$ cat src/sv/flag_frame_unescape_xor_check_macros.svh
// Assertion macros for the flag frame unescape block.
// Used by the top level only; needs a clock and a reset in the scope of use.
`ifndef FLAG_FRAME_UNESCAPE_XOR_CHECK_MACROS_SVH
`define FLAG_FRAME_UNESCAPE_XOR_CHECK_MACROS_SVH

// The consequent must hold in the same cycle as the antecedent.
`define FFUX_ASSERT_SAME(label, ante, cons) \
   label: assert property (@(posedge clock) disable iff (reset) (ante) |-> (cons)) \
      else $error("ffux assertion failed");

// The consequent must hold in the cycle after the antecedent.
`define FFUX_ASSERT_NEXT(label, ante, cons) \
   label: assert property (@(posedge clock) disable iff (reset) (ante) |=> (cons)) \
      else $error("ffux assertion failed");

`endif

$ cat src/sv/ffux_pkg.sv
// Shared constants and types of the flag frame unescape block.
// Used by ffux_step and by the top level; depends on nothing.
package ffux_pkg;

   localparam logic [7:0] FLAG_BYTE = 8'h7E;
   localparam logic [7:0] ESC_BYTE  = 8'h7D;
   localparam logic [7:0] ESC_FLAG  = 8'h5E;
   localparam logic [7:0] ESC_ESC   = 8'h5D;

   localparam logic [2:0] ST_OK    = 3'd0;
   localparam logic [2:0] ST_FLAG  = 3'd1;
   localparam logic [2:0] ST_SHORT = 3'd2;
   localparam logic [2:0] ST_CSUM  = 3'd3;
   localparam logic [2:0] ST_ESC   = 3'd4;

   localparam logic [1:0] POS_START = 2'd0;
   localparam logic [1:0] POS_BODY  = 2'd1;

   typedef struct packed {
      logic [1:0] byte_position;
      logic       start_flag_ok;
      logic       escape_pending;
      logic       escape_fault;
      logic       held_valid;
      logic [7:0] held_byte;
      logic [7:0] running_xor;
   } state_type;

   typedef struct packed {
      logic       valid;
      logic [7:0] out_byte;
      logic       is_status;
      logic [2:0] status_code;
   } result_type;

   localparam state_type STATE_CLEAR = '{
      byte_position:  POS_START,
      start_flag_ok:  1'b0,
      escape_pending: 1'b0,
      escape_fault:   1'b0,
      held_valid:     1'b0,
      held_byte:      8'h00,
      running_xor:    8'h00
   };

endpackage

$ cat src/sv/ffux_step.sv
// Per-byte deframing logic: next frame state and the result for one byte.
// Purely combinational; uses the types and constants of ffux_pkg.
module ffux_step (
   input  ffux_pkg::state_type  cur_state,
   input  logic [7:0]           rx_byte,
   input  logic                 frame_end,
   output ffux_pkg::state_type  nxt_state,
   output ffux_pkg::result_type result
);

   logic [7:0] dec;
   logic       have_dec;
   logic [2:0] end_code;

   // Decode of a body byte, taking a pending escape into account.
   always_comb begin
      dec      = rx_byte;
      have_dec = 1'b1;
      if (cur_state.escape_pending) begin
         if (rx_byte == ffux_pkg::ESC_FLAG) begin
            dec = ffux_pkg::FLAG_BYTE;
         end else if (rx_byte == ffux_pkg::ESC_ESC) begin
            dec = ffux_pkg::ESC_BYTE;
         end
      end else if (rx_byte == ffux_pkg::ESC_BYTE) begin
         have_dec = 1'b0;
      end
   end

   // Closing status, in order of priority.
   always_comb begin
      if (!cur_state.start_flag_ok || rx_byte != ffux_pkg::FLAG_BYTE) begin
         end_code = ffux_pkg::ST_FLAG;
      end else if (cur_state.escape_fault || cur_state.escape_pending) begin
         end_code = ffux_pkg::ST_ESC;
      end else if (!cur_state.held_valid) begin
         end_code = ffux_pkg::ST_SHORT;
      end else if (cur_state.held_byte != cur_state.running_xor) begin
         end_code = ffux_pkg::ST_CSUM;
      end else begin
         end_code = ffux_pkg::ST_OK;
      end
   end

   always_comb begin
      nxt_state          = cur_state;
      result.valid       = 1'b0;
      result.out_byte    = 8'h00;
      result.is_status   = 1'b0;
      result.status_code = ffux_pkg::ST_OK;
      if (cur_state.byte_position == ffux_pkg::POS_START) begin
         if (frame_end) begin
            nxt_state          = ffux_pkg::STATE_CLEAR;
            result.valid       = 1'b1;
            result.is_status   = 1'b1;
            result.status_code = (rx_byte == ffux_pkg::FLAG_BYTE) ?
                                 ffux_pkg::ST_SHORT : ffux_pkg::ST_FLAG;
         end else begin
            nxt_state               = ffux_pkg::STATE_CLEAR;
            nxt_state.start_flag_ok = (rx_byte == ffux_pkg::FLAG_BYTE);
            nxt_state.byte_position = ffux_pkg::POS_BODY;
         end
      end else if (frame_end) begin
         nxt_state          = ffux_pkg::STATE_CLEAR;
         result.valid       = 1'b1;
         result.is_status   = 1'b1;
         result.status_code = end_code;
      end else begin
         if (cur_state.escape_pending) begin
            nxt_state.escape_pending = 1'b0;
            if (rx_byte != ffux_pkg::ESC_FLAG && rx_byte != ffux_pkg::ESC_ESC) begin
               nxt_state.escape_fault = 1'b1;
            end
         end else if (rx_byte == ffux_pkg::ESC_BYTE) begin
            nxt_state.escape_pending = 1'b1;
         end
         if (have_dec) begin
            // The held byte is released and folded into the checksum only
            // once a newer decoded byte replaces it.
            if (cur_state.held_valid) begin
               nxt_state.running_xor = cur_state.running_xor ^ cur_state.held_byte;
               if (cur_state.start_flag_ok) begin
                  result.valid    = 1'b1;
                  result.out_byte = cur_state.held_byte;
               end
            end
            nxt_state.held_byte  = dec;
            nxt_state.held_valid = 1'b1;
         end
      end
   end

endmodule

$ cat src/sv/flag_frame_unescape_xor_check.sv
// Channel   Dir  Item contents
// req_      in   tdata[7:0] received byte, tlast frame end
// rsp_      out  tdata[7:0] decoded byte, tlast status, tuser[2:0] status code
//
// One byte is taken per cycle while req_tready is high; its result, if any, shows in the output
// register on the next cycle. The frame state register and that output
// register are the only storage, with ffux_step between them.
// A stalled result blocks the input only while rsp_tready is low.
// Synchronous active-high reset clears the frame state and the output valid.
//
// Top level of the flag frame unescape block; uses ffux_pkg and ffux_step.
// Assertions come from flag_frame_unescape_xor_check_macros.svh.
`include "flag_frame_unescape_xor_check_macros.svh"

module flag_frame_unescape_xor_check (
   input  logic       clock,
   input  logic       reset,
   input  logic       req_tvalid,
   output logic       req_tready,
   input  logic [7:0] req_tdata,   // [7:0] rx_byte
   input  logic       req_tlast,   // frame_end
   output logic       rsp_tvalid,
   input  logic       rsp_tready,
   output logic [7:0] rsp_tdata,   // [7:0] out_byte
   output logic       rsp_tlast,   // is_status
   output logic [2:0] rsp_tuser    // [2:0] status_code
);

   ffux_pkg::state_type  state_ff;
   ffux_pkg::state_type  state_in;
   ffux_pkg::state_type  step_state;
   ffux_pkg::result_type step_result;

   logic       rsp_valid_ff;
   logic       rsp_valid_in;
   logic [7:0] rsp_byte_ff;
   logic       rsp_last_ff;
   logic [2:0] rsp_code_ff;
   logic       accept;

   ffux_step u_step (
      .cur_state (state_ff),
      .rx_byte   (req_tdata),
      .frame_end (req_tlast),
      .nxt_state (step_state),
      .result    (step_result)
   );

   assign req_tready = !rsp_valid_ff || rsp_tready;
   assign accept     = req_tvalid && req_tready;
   assign state_in   = accept ? step_state : state_ff;

   always_comb begin
      if (accept && step_result.valid) begin
         rsp_valid_in = 1'b1;
      end else if (rsp_tready) begin
         rsp_valid_in = 1'b0;
      end else begin
         rsp_valid_in = rsp_valid_ff;
      end
   end

   always_ff @(posedge clock) begin
      if (reset) begin
         state_ff     <= ffux_pkg::STATE_CLEAR;
         rsp_valid_ff <= 1'b0;
      end else begin
         state_ff     <= state_in;
         rsp_valid_ff <= rsp_valid_in;
      end
   end

   always_ff @(posedge clock) begin
      if (accept && step_result.valid) begin
         rsp_byte_ff <= step_result.out_byte;
         rsp_last_ff <= step_result.is_status;
         rsp_code_ff <= step_result.status_code;
      end
   end

   assign rsp_tvalid = rsp_valid_ff;
   assign rsp_tdata  = rsp_byte_ff;
   assign rsp_tlast  = rsp_last_ff;
   assign rsp_tuser  = rsp_code_ff;

   `FFUX_ASSERT_NEXT(a_end_gives_status, accept && req_tlast, rsp_tvalid && rsp_tlast)
   `FFUX_ASSERT_SAME(a_status_has_no_data, rsp_tvalid && rsp_tlast, rsp_tdata == 8'h00)
   `FFUX_ASSERT_SAME(a_data_has_no_code, rsp_tvalid && !rsp_tlast, rsp_tuser == ffux_pkg::ST_OK)
   `FFUX_ASSERT_SAME(a_idle_state_clear, state_ff.byte_position == ffux_pkg::POS_START, !state_ff.held_valid && !state_ff.escape_pending && state_ff.running_xor == 8'h00)

endmodule
$ cat config.mk
export PLATFORM = sky130hd
export DESIGN_NAME = flag_frame_unescape_xor_check
export DESIGN_NICKNAME = d
export VERILOG_FILES = /design/src/sv/ffux_pkg.sv /design/src/sv/ffux_step.sv /design/src/sv/flag_frame_unescape_xor_check.sv
export VERILOG_INCLUDE_DIRS = /design/src /design/src/sv
export SDC_FILE = /design/constraint.sdc
export NUM_CORES = 1
export LEC_CHECK = 0
export BUFFER_PORTS_ARGS = -buffer_cell sky130_fd_sc_hd__buf_2
export CELL_PAD_IN_SITES_DETAIL_PLACEMENT = 1
export CELL_PAD_IN_SITES_GLOBAL_PLACEMENT = 1
export CORE_MARGIN = 2
export CORE_UTILIZATION = 38
export DETAILED_ROUTE_END_ITERATION = 16
export MAX_ROUTING_LAYER = met4
export PLACE_DENSITY_LB_ADDON = 0.1
export SYNTH_ARGS = -nofsm -noshare
export SYNTH_HDL_FRONTEND = slang
export SYNTH_SLANG_ARGS = --single-unit
$ cat constraint.sdc
create_clock -name clock -period 1.85 [get_ports clock]
set_input_delay 0.185 -clock clock [delete_from_list [all_inputs] [get_ports clock]]
set_output_delay 0.185 -clock clock [all_outputs]
set_load 0.01 [all_outputs]
==> results by group <==
Run status
  – Status: completed

Place
  – PortBufs: 26
  – RD Place Congestion: 0.8519
  – Pre-CTS setup slack: 0.2360 ns
  – Dpl cells: 256
  – Post-detail-place hpwl: 3313 microns

Power and ir drop
  – Clk network pwr share: 35.3%
  – Net Switching: 0.3624 mW
  – Worst VDD drop: 0.2727 mV
  – Static leakage: 0.7349 nW
  – Gate power share: 10.0%
  – Power Internal: 1.103 mW
  – Flop pwr share: 54.7%
  – Sw Share: 24.73%
  – Cell Pwr Density: 742.0 mW/mm^2

Yosys
  – Top cells by area, synth: dfxtp_1, edfxtp_1, o21ai_0, nand4_1, xnor2_1
  – Synth cell types: 35
  – Synth cell count leaders: dfxtp_1, o21ai_0, nand4_1, nor2_1, edfxtp_1
  – Synth Flop Type: dfxtp_1
  – Cell taking the most area after synthesis: dfxtp_1
  – Mapped cell area: 0.001672 sq mm
  – Yosys synthesis warning count: 0
  – Net Count, Synth: 193
  – Seq/Total Area, Yosys: 47.90%
  – Count leader, synth: dfxtp_1
  – Post-synth EDFFs: 12
  – Yosys reg bits: 34
  – Share of Yosys cell area claimed by the top area cell type: 26.35%
  – Mean Syn Cell Area: 9.287 sq um
  – Post-synth ARST share: 0%
  – Cells after synthesis: 180

Floorplan
  – # IOs: 27
  – Core Area: 0.004294 sq mm
  – DIE AREA: 0.004946 sq mm
  – Initial Utilization: 38.93%
  – Die Wd: 70.33 microns
  – Row Count: 24
  – Chip height: 70.33 microns

Critical path
  – Worst Path Buf+Inv: 0
  – RR Startpoint: state_ff[18]
  – Crit path capture type: register
  – CP Launch Point: state_ff[18]
  – Worst-path maximum fanout: 8
  – Slowest-stage cell, CP: nor4_4
  – Kind of critical path: reg2reg
  – Crit path arrival time: ~1.8 ns
  – CP max stage delay: ~0.49 ns
  – Worst-path cell chain: or3b_4, nor4_4, nor2_1, o21ai_1
  – Startpoint class of the critical path: register
  – Kind of cell adding the most delay to the critical path: simple AND/OR/NAND/NOR gates
  – Required @ worst endpoint: 2.06 ns

STA
  – Final setup viols: 0
  – Max-slew violation count: 0
  – Final min period: 1.623 ns
  – Max Fclk: 0.6163 GHz
  – Fin Clk Skew: ~0.0049 ns
  – Setup WS post-layout: 0.2273 ns
  – Setup TNS: 0 ns
  – Slew margin rel.: between 60% and 70%
  – Final Hold Fails: 0
  – Worst Tran Pin Value: a little under 0.5 ns
  – Fin crit share: approximately 88%
  – RSZ-0062 raised after global routing: no

Hold path
  – Worst hold path type: in2reg
  – Beginning of the worst hold path: req_tdata[6]

Clock network
  – Worst skew pair latency: around 0.28 ns
  – Post-CTS Hold Buffers: 0
  – CTS tree: built
  – Post-CTS setup buffer count: 0
  – Gates resized, CTS repair: 0
  – Worst-path clk slew: 0.07 ns
  – Cts bufs inserted: 5
  – CTS Sinks: 34
  – Root buffer cell: clkbuf_8
  – H-tree depth: 2
  – Clk buf depth: 2

Detailed routing
  – Drt wl/cell: 16.42 microns
  – Final WL: roughly 4300 microns
  – Via/cell ratio: between 5 and 6
  – DR vias: 1437
  – # DRC: 0
  – Routed Antenna Nets: 0
  – First-pass detailed-route iteration total: 4
  – 1st-iter DRT viols: 64

Finish
  – # diodes: 0
  – Fin nets: around 220
  – Layout Cells excl Fill: 264
  – Fillers: 532
  – Area grow syn2layout: 18.11%
  – Layout cells sized above 1: between 20% and 30%

GRT
  – GRT Util Overall: approximately a fifth
  – Grt ovf: 0
  – Global-route wire length before repair: 7590 microns
  – Largest net degree at the start of global routing: 17
  – Vias in the first global route: 1515
  – Initial antenna violation count: 0

Flow run
  – Max_cap viols: 0
==> power by group through the flow <==
stage	sequential [mW]	combinational, mW	clock (mW)
final	0.802	0.147	0.516
after global routing	0.804	0.161	0.569
after CTS	0.802	0.147	0.530
after detailed placement	0.819	0.146	0
after global placement	0.818	0.142	0
after floorplan	0.819	0.0753	0
==> cell usage in the layout (no fill, tap or decap), types with 7 or more instances in the layout <==
| master | count |
|---|---|
| nor2_1 | 12 |
| inv_1 | 9 |
| o211ai_1 | 7 |
| edfxtp_1 | 12 |
| dfxtp_1 | 22 |
| a21oi_1 | 9 |
| nor2b_1 | 9 |
| a31oi_1 | 8 |
| nand4_1 | 13 |
| and2_1 | 11 |
| xnor2_1 | 8 |
| buf_2 | 26 |
| o21ai_0 | 17 |
| nand2_1 | 8 |
==> logic make-up after synthesis <==
group                  after synthesis  synth area share (%)
AND/OR/NAND/NOR                     71                 25.38
AO/OA/AOI/OAI                       50                 18.49
flip-flops                          34                 47.90
XOR/XNOR                             8                 4.192
buffers and inverters               17                 4.042
==> state kept, by name, indices dropped and copies added (netlist names) <==
| signal | count |
|---|---|
| state_ff | 21 |
| rsp_tlast | 1 |
| rsp_tuser | 3 |
| rsp_tvalid | 1 |
| rsp_tdata | 8 |
==> through the flow <==
| stage | hold slack, ns | total power [mW] | instance area [sq um] | utilization [%] |
|---|---|---|---|---|
| detailed placement | 0.4789 | 0.9651 | 1893 | 44.09 |
| finish | 0.1823 | 1.465 | 1974 | 45.98 |
| global placement | 0.4748 | 0.9607 | 1893 | 44.09 |
| CTS | 0.1747 | 1.479 | 1974 | 45.98 |
| floorplan | 0.2544 | 0.8943 | 1674 | - |
| global route | 0.1844 | 1.534 | 1974 | 45.98 |
==> worst min-delay path: stages <==
cell and delay [ns]:
buf_2 0.11, nand4_1 0.06, a21oi_1 0.06
==> path summary, 6_finish.rpt <==
path,to,slack (ns),cells past startpoint
max,state_ff[13],0.23,4
min,state_ff[14],0.18,3
max reg2reg,state_ff[13],0.23,4
min reg2reg,state_ff[17],0.50,2
==> routing by layer <==
| layer | track usage (%) | vias up | part of all wire (%) |
|---|---|---|---|
| met5 | - | - | 0 |
| li1 | - | 716 | - |
| met4 | 5.769 | 0 | 1.3 |
| met3 | 4.473 | 5 | 2.9 |
| met2 | 33.23 | 24 | 48 |
| met1 | 24.95 | 692 | 48 |
==> area by class of cell <==
| type | count | area, sq um | share of cell area [%] |
|---|---|---|---|
| sequential | 34 | 800.8 | 40.56 |
| multi-input combinational | 129 | 805.8 | 40.81 |
| tap | 52 | 65.06 | 3.295 |
| inverter | 9 | 33.78 | 1.711 |
| clock buffer | 6 | 72.57 | 3.676 |
| timing repair buffer | 32 | 187.7 | 9.506 |
| clock inverter | 2 | 8.758 | 0.4436 |
(Power assumes the default switching activity.)
